`src/design/uvt_pkg.sv`:
```
`default_nettype none

package uvt_pkg;

   typedef enum logic [1:0] {
      CMD_ADD      = 2'd0,
      CMD_REMOVE   = 2'd1,
      CMD_CONTAINS = 2'd2,
      CMD_CLEAR    = 2'd3
   } cmd_type;

   typedef struct packed {
      cmd_type            cmd;
      logic signed [31:0] value;
   } req_type;

   typedef struct packed {
      logic       hit;
      logic       full_drop;
      logic [6:0] entry_count;
   } rsp_type;

   typedef enum logic [2:0] {
      ST_IDLE,
      ST_ADD,
      ST_SCAN,
      ST_RD_LAST,
      ST_MOVE,
      ST_CLEAR,
      ST_RESP
   } state_type;

   // commands from the controller to the datapath
   typedef struct packed {
      logic load;
      logic add;
      logic scan;
      logic rd_last;
      logic wr_move;
      logic clear;
   } dp_cmd_type;

   // status from the datapath to the controller
   typedef struct packed {
      logic match;
      logic scan_done;
      logic clear_done;
   } dp_stat_type;

endpackage

`default_nettype wire

```
`src/design/uvt_ctrl.sv`:
```
`default_nettype none

module uvt_ctrl (
   input  wire logic                clock,
   input  wire logic                reset,
   input  wire logic                start,
   input  wire uvt_pkg::cmd_type    req_cmd,
   input  wire uvt_pkg::dp_stat_type stat,
   output uvt_pkg::dp_cmd_type      dp_cmd,
   output logic                     busy,
   output logic                     rsp_valid
);

   uvt_pkg::state_type state_ff, state_in;
   uvt_pkg::cmd_type   op_ff, op_in;

   always_ff @(posedge clock) begin
      if (reset) begin
         state_ff <= uvt_pkg::ST_IDLE;
         op_ff    <= uvt_pkg::CMD_ADD;
      end else begin
         state_ff <= state_in;
         op_ff    <= op_in;
      end
   end

   // next state
   always_comb begin
      state_in = state_ff;
      op_in    = op_ff;
      case (state_ff)
         uvt_pkg::ST_IDLE: begin
            if (start) begin
               op_in = req_cmd;
               case (req_cmd)
                  uvt_pkg::CMD_ADD:      state_in = uvt_pkg::ST_ADD;
                  uvt_pkg::CMD_REMOVE:   state_in = uvt_pkg::ST_SCAN;
                  uvt_pkg::CMD_CONTAINS: state_in = uvt_pkg::ST_SCAN;
                  uvt_pkg::CMD_CLEAR:    state_in = uvt_pkg::ST_CLEAR;
                  default:               state_in = uvt_pkg::ST_IDLE;
               endcase
            end
         end
         uvt_pkg::ST_ADD: state_in = uvt_pkg::ST_RESP;
         uvt_pkg::ST_SCAN: begin
            if (stat.match) begin
               state_in = (op_ff == uvt_pkg::CMD_REMOVE) ? uvt_pkg::ST_RD_LAST
                                                         : uvt_pkg::ST_RESP;
            end else if (stat.scan_done) begin
               state_in = uvt_pkg::ST_RESP;
            end
         end
         uvt_pkg::ST_RD_LAST: state_in = uvt_pkg::ST_MOVE;
         uvt_pkg::ST_MOVE:    state_in = uvt_pkg::ST_RESP;
         uvt_pkg::ST_CLEAR: begin
            if (stat.clear_done) begin
               state_in = uvt_pkg::ST_RESP;
            end
         end
         uvt_pkg::ST_RESP: state_in = uvt_pkg::ST_IDLE;
         default:          state_in = uvt_pkg::ST_IDLE;
      endcase
   end

   // outputs
   always_comb begin
      dp_cmd    = '0;
      busy      = 1'b1;
      rsp_valid = 1'b0;
      case (state_ff)
         uvt_pkg::ST_IDLE: begin
            busy        = 1'b0;
            dp_cmd.load = start;
         end
         uvt_pkg::ST_ADD:     dp_cmd.add     = 1'b1;
         uvt_pkg::ST_SCAN:    dp_cmd.scan    = 1'b1;
         uvt_pkg::ST_RD_LAST: dp_cmd.rd_last = 1'b1;
         uvt_pkg::ST_MOVE:    dp_cmd.wr_move = 1'b1;
         uvt_pkg::ST_CLEAR:   dp_cmd.clear   = 1'b1;
         uvt_pkg::ST_RESP:    rsp_valid      = 1'b1;
         default:             busy           = 1'b1;
      endcase
   end

endmodule

`default_nettype wire

```
`src/design/uvt_dp.sv`:
```
`default_nettype none

module uvt_dp #(
   parameter int CAPACITY = 64
) (
   input  wire logic                         clock,
   input  wire logic                         reset,
   input  wire logic signed [31:0]           value,
   input  wire uvt_pkg::dp_cmd_type          cmd,
   output uvt_pkg::dp_stat_type              stat,
   output logic                              hit,
   output logic                              full_drop,
   output logic [$clog2(CAPACITY + 1) - 1:0] count
);

   localparam int CW = $clog2(CAPACITY + 1);
   localparam int AW = $clog2(CAPACITY);

   logic [31:0]   mem [CAPACITY];
   logic [31:0]   rdata_ff;

   logic [31:0]   value_ff;
   logic [CW-1:0] count_ff, count_in;
   logic [CW-1:0] ptr_ff, ptr_in;
   logic [CW-1:0] cmp_ptr_ff, cmp_ptr_in;
   logic [CW-1:0] last_idx;
   logic          cmp_vld_ff, cmp_vld_in;
   logic          hit_ff, hit_in;
   logic          drop_ff, drop_in;

   logic          full;
   logic          ptr_below;
   logic          match;
   logic          issue;
   logic          we, re;
   logic [AW-1:0] wr_addr, rd_addr;
   logic [31:0]   wdata;

   assign full      = (count_ff == CW'(CAPACITY));
   assign ptr_below = (ptr_ff < count_ff);
   assign match     = cmp_vld_ff && (rdata_ff == value_ff);
   // stop reading once a match shows, so cmp_ptr_ff keeps its position
   assign issue     = cmd.scan && ptr_below && !match;
   assign last_idx  = count_ff - CW'(1);

   always_comb begin
      count_in   = count_ff;
      ptr_in     = ptr_ff;
      hit_in     = hit_ff;
      drop_in    = drop_ff;
      cmp_vld_in = issue;
      cmp_ptr_in = issue ? ptr_ff : cmp_ptr_ff;
      if (cmd.load) begin
         ptr_in  = '0;
         hit_in  = 1'b0;
         drop_in = 1'b0;
      end
      if (cmd.add) begin
         if (full) begin
            drop_in = 1'b1;
         end else begin
            count_in = count_ff + CW'(1);
            hit_in   = 1'b1;
         end
      end
      if (cmd.scan) begin
         if (match) begin
            hit_in = 1'b1;
         end
         if (issue) begin
            ptr_in = ptr_ff + CW'(1);
         end
      end
      if (cmd.wr_move) begin
         count_in = last_idx;
      end
      if (cmd.clear && ptr_below) begin
         ptr_in = ptr_ff + CW'(1);
      end
   end

   always_ff @(posedge clock) begin
      if (reset) begin
         count_ff   <= '0;
         ptr_ff     <= '0;
         cmp_vld_ff <= 1'b0;
      end else begin
         count_ff   <= count_in;
         ptr_ff     <= ptr_in;
         cmp_vld_ff <= cmp_vld_in;
      end
   end

   always_ff @(posedge clock) begin
      cmp_ptr_ff <= cmp_ptr_in;
      hit_ff     <= hit_in;
      drop_ff    <= drop_in;
      if (cmd.load) begin
         value_ff <= value;
      end
   end

   // table write port: append, move last entry into the hole, or zero fill
   always_comb begin
      we      = (cmd.add && !full) || cmd.wr_move || (cmd.clear && ptr_below);
      wr_addr = ptr_ff[AW-1:0];
      wdata   = '0;
      if (cmd.add) begin
         wr_addr = count_ff[AW-1:0];
         wdata   = value_ff;
      end else if (cmd.wr_move) begin
         wr_addr = cmp_ptr_ff[AW-1:0];
         wdata   = rdata_ff;
      end
   end

   assign re      = issue || cmd.rd_last;
   assign rd_addr = cmd.rd_last ? last_idx[AW-1:0] : ptr_ff[AW-1:0];

   always_ff @(posedge clock) begin
      if (we) begin
         mem[wr_addr] <= wdata;
      end
      if (re) begin
         rdata_ff <= mem[rd_addr];
      end
   end

   assign stat.match      = match;
   assign stat.scan_done  = !ptr_below && !cmp_vld_ff;
   assign stat.clear_done = !ptr_below;

   assign hit       = hit_ff;
   assign full_drop = drop_ff;
   assign count     = count_ff;

endmodule

`default_nettype wire

```
`src/design/unsorted_value_table.sv`:
```
`default_nettype none

// Unordered table of up to CAPACITY signed 32-bit values with swap-remove.
// An item is taken when start is high and busy is low; busy stays high until
// the item's single result has been shown. The result appears on rsp_item for
// exactly one cycle, flagged by rsp_valid, and must be taken then: there is no
// way to hold it off. Contains and remove scan the occupied entries and stop at
// the first match; a remove that finds a match then reads the last entry and
// moves it into the hole. The scans walk the table memory one entry per cycle on
// its single read port, and clear writes one entry per cycle. The table
// contents are not cleared by reset; only occupied entries are ever read.
module unsorted_value_table #(
   parameter int CAPACITY = 64
) (
   input  wire logic             clock,
   input  wire logic             reset,
   input  wire logic             start,
   input  wire uvt_pkg::req_type req_item,
   output logic                  busy,
   output logic                  rsp_valid,
   output uvt_pkg::rsp_type      rsp_item
);

   localparam int CW = $clog2(CAPACITY + 1);

   uvt_pkg::dp_cmd_type  dp_cmd;
   uvt_pkg::dp_stat_type dp_stat;
   logic                 hit;
   logic                 full_drop;
   logic [CW-1:0]        count;

   uvt_ctrl u_ctrl (
      .clock     (clock),
      .reset     (reset),
      .start     (start),
      .req_cmd   (req_item.cmd),
      .stat      (dp_stat),
      .dp_cmd    (dp_cmd),
      .busy      (busy),
      .rsp_valid (rsp_valid)
   );

   uvt_dp #(
      .CAPACITY (CAPACITY)
   ) u_dp (
      .clock     (clock),
      .reset     (reset),
      .value     (req_item.value),
      .cmd       (dp_cmd),
      .stat      (dp_stat),
      .hit       (hit),
      .full_drop (full_drop),
      .count     (count)
   );

   assign rsp_item.hit         = hit;
   assign rsp_item.full_drop   = full_drop;
   assign rsp_item.entry_count = 7'(count);

`ifndef NO_ASSERTIONS
   a_accept_busy: assert property (@(posedge clock) disable iff (reset)
      start && !busy |=> busy)
      else $error("accepted item did not raise busy");

   a_rsp_in_flight: assert property (@(posedge clock) disable iff (reset)
      rsp_valid |-> busy)
      else $error("result shown with no item in flight");

   a_rsp_single: assert property (@(posedge clock) disable iff (reset)
      rsp_valid |=> !rsp_valid && !busy)
      else $error("more than one result for an item");

   a_drop_no_hit: assert property (@(posedge clock) disable iff (reset)
      rsp_valid && rsp_item.full_drop |-> !rsp_item.hit)
      else $error("dropped add reported as stored");

   a_drop_full: assert property (@(posedge clock) disable iff (reset)
      rsp_valid && rsp_item.full_drop |-> rsp_item.entry_count == 7'(CAPACITY))
      else $error("add dropped while table not full");
`endif

endmodule

`default_nettype wire

```
`config.mk`:
```
export PLATFORM = sky130hd
export DESIGN_NAME = unsorted_value_table
export DESIGN_NICKNAME = d
export VERILOG_FILES = /design/src/design/uvt_pkg.sv /design/src/design/uvt_ctrl.sv /design/src/design/uvt_dp.sv /design/src/design/unsorted_value_table.sv
export SDC_FILE = /design/constraint.sdc
export NUM_CORES = 2
export LEC_CHECK = 0
export BUFFER_PORTS_ARGS = -buffer_cell sky130_fd_sc_hd__buf_2
export CAP_MARGIN = 20
export CORE_ASPECT_RATIO = 1.4
export CORE_MARGIN = 2
export CORE_UTILIZATION = 40
export CTS_CLUSTER_SIZE = 24
export DETAILED_ROUTE_END_ITERATION = 12
export GPL_ROUTABILITY_DRIVEN = 0
export PLACE_DENSITY_LB_ADDON = 0.1
export SLEW_MARGIN = 20
export SYNTH_ARGS = -nofsm -noshare
export SYNTH_HDL_FRONTEND = slang
export SYNTH_SLANG_ARGS = --single-unit
```
`constraint.sdc`:
```
create_clock -name clock -period 6.7 [get_ports clock]
set_input_delay 1.34 -clock clock [delete_from_list [all_inputs] [get_ports clock]]
set_output_delay 1.34 -clock clock [all_outputs]
set_load 0.05 [all_outputs]
```
==> flow_summary.yaml <==
status:
  outcome: "complete, no violations"
placement:
  numPortBuffers: 47
  dpl.hpwl_mm: 153.3
  place_ws_ns: 1.824
setup_path:
  worst-path-max-fanout: 72
  cp.required_ns: 7.26
  cpPeakStageDelay_ns: 1.02
  start_kind: "register"
  arrival_ns: 5.47
  crit_type: "reg2reg"
  cp_slowest_cell: "a21oi_4"
  critPathMostFrequentCell: "buf_12"
  endpoint_kind: "register"
  critical_path.cell_chain: "nand3b_1, a21oi_4, buf_12, buf_12, mux2i_1, a222oi_1, a211o_1, a22oi_1, o311ai_1"
grt:
  overflow: 0
  grt_use_total: 0.2509
  grt_pass1_wl_mm: 384.7
  first_global_vias: 48573
  antenna_found_initial: 14
  grt_max_degree: 100
route:
  drc_errors: 0
  wl_per_cell_um: 32.47
  vias: 49293
  drt-initial-drc-count: 5025
  vias_per_cell: 5.801
  firstDrtPassIters: 6
  wl_mm: 275.9
  ant_nets: 0
yosys:
  yosysWarningCount: 0
  ys_types: 77
  synth.area.top_cells: "edfxtp_1, nand2_1, mux4_2"
  yosys.area.top_type: "edfxtp_1"
  synth_seq_cells: 2140
  synth-edff-count: 2118
  syn_nets: 5450
  synth_ff_type: "edfxtp_1"
  synth_cells: 5402
  avgSynthCellArea_um2: 15.74
  synth_top_area_frac: 0.7482
  ys_seq_area_frac: 0.7534
  synth-async-reset-ratio: 0
  syn_area_mm2: 0.08501
pwr:
  p_per_area_mw_per_mm2: 372.0
  p_leak_nw: 32.93
  vdd_ir_drop_max_mv: 0.2763
layout:
  nFillCells: 18698
  final_core_util: 0.4533
  drive_above_1_share: 0.1553
  fin_nets: 5555
  multi_input_area_mm2: 0.01932
  area_delta_synth_final_pct: 12.88
  seqCellArea_mm2: 0.06404
timing:
  fmax_ghz: 0.2034
  period_minus_slack_ns: 4.916
  hold_viol: 0
  tightest_slew_ns: 1.118
  tns_ns: 0
  clock_skew_ns: 0.05844
  report.final.slew_viol_count: 0
  rsz0062_at_grt: "no"
  setup_viol_count_final: 0
  min_period_over_period: 0.7337
  slew_headroom: 0.2545
  setup_ws_ns: 1.784
clock_network:
  clockBufferDepth: 4
  htree_levels: 4
  clk_pin_slew_worst_paths_ns: 0.06
  cts_buffers: 208
  clk_latency_ns: 0.87
  cts_root_buf: "clkbuf_16"
  cts_hold_buf: 0
  cts_resized: 0
  cts_setup_buffers: 0
  tritoncts: "yes"
  clock_sinks: 2140
floorplan:
  io_pins: 48
  core_area_mm2: 0.2117
  num_rows: 200
  die-height_um: 549.5
  die_w_um: 393.6
  initial_utilization: 0.4015
  die_area_mm2: 0.2163
hold_path:
  worstHoldPathType: "reg2reg"
run:
  drv_cap: 0
[logic make-up (layout without fill, tap and decap cells)]
family                     after synthesis  count (layout)  share of synthesized area
DFF                                   2140            2140                     0.7534
adders and majority gates               11              11                   0.001619
muxes                                  373             373                    0.06316
buffers and inverters                  475             738                    0.02579
other                                    0               4                          0
AOI/OAI and AO/OA                      795             795                    0.07019
xor gates and xnor gates                38              38                   0.003915
and+or+nand+nor                       1570            1570                    0.08197
[cell usage in the layout, fill, tap and decap left out, types with 62 or more instances in the layout]
master     count
edfxtp_1    2118
nand2_1      955
and3_1       119
nand4_1       65
o211ai_1     220
mux4_2       119
a21oi_1      127
nor3_2        62
buf_4        188
nand3_1      257
clkbuf_16    213
inv_1        109
o211a_1       65
mux2i_1      149
a31oi_1       98
mux2_2       103
[worst paths after layout]
check	slack (ns)	to	cells after the start	start
hold reg to reg	0.46	u_ctrl.op_ff[1]$_SDFFE_PP0P_	2	u_ctrl.op_ff[1]$_SDFFE_PP0P_
setup / recovery	1.78	u_dp.rdata_ff[26]$_DFFE_PP_	9	u_ctrl.state_ff[1]$_SDFFE_PP0P_
setup reg to reg	1.78	u_dp.rdata_ff[26]$_DFFE_PP_	9	u_ctrl.state_ff[1]$_SDFFE_PP0P_
hold / removal	0.46	u_ctrl.op_ff[1]$_SDFFE_PP0P_	2	u_ctrl.op_ff[1]$_SDFFE_PP0P_
[sequential cells by signal, indices dropped and copies added, names as in the netlist, 2 cells and up]
| signal | count |
|---|---|
| u_ctrl.op_ff | 2 |
| u_ctrl.state_ff | 3 |
| u_dp.cmp_ptr_ff | 6 |
| u_dp.count | 7 |
| u_dp.mem | 2048 |
| u_dp.ptr_ff | 7 |
| u_dp.rdata_ff | 32 |
| u_dp.value_ff | 32 |
[per-stage QoR]
step                      cells  cell area, um^2  hold slack [ns]  power, W
after CTS                  8493            95940           0.4681   0.03589
final                      8497            95960           0.4623   0.03570
after global placement     8124            89420           0.4537   0.02438
after floorplan            5402            85010           0.4263   0.02145
after global routing       8494            95950           0.4991   0.03690
after detailed placement   8125            89440           0.4593   0.02443
[power by group]
part           switching (W)  internal [W]  leakage (nW)  total, W
combinational        0.00544       0.00222          10.1   0.00766
sequential          0.000348        0.0161          19.7    0.0165
clock                0.00500       0.00655          3.16    0.0115
total                 0.0108        0.0249          32.9    0.0357
[routing by layer]
layer	routed length, um	GRT usage	up-vias	share of wire
li1	-	-	21224	-
met3	13690	0.02724	410	0.050
met5	0	0	-	0
met1	112500	0.3250	26016	0.41
met2	140100	0.4405	1643	0.51
met4	9697	0.08267	0	0.035
[critical path: cells and delay by family, from the launching register on]
kind	cells	cell delay, ns
compound gates	5	2.15
buf+inv	2	0.64
flops	1	0.76
mux	1	0.30
simple gates	1	0.67
[synthesized netlist by cell type, types with 24 or more instances]
master	n
a311oi_1	28
clkbuf_1	145
o211a_1	65
buf_2	140
nor3_1	73
a32oi_1	35
a21oi_1	128
nand4_1	65
buf_1	24
inv_1	109
o22ai_1	32
o211ai_1	220
nand3_1	257
mux4_2	119
a31oi_1	99
and3_1	119
buf_4	46
nand2_1	960
edfxtp_1	2118
xor2_1	30
mux2_2	103
a22o_1	32
a211o_1	32
a222oi_1	33
nor2_1	39
mux2i_1	149
[cell type report]
type                       count  area share
inverter                     111    0.004368
tap                         2828     0.03687
multi-input combinational   2787      0.2013
clock buffer                 257     0.05727
antenna                        4   0.0001043
clock inverter               111     0.01048
sequential                  2140      0.6674
timing repair buffer         259     0.02217
Power figures use the tool's default switching activity.
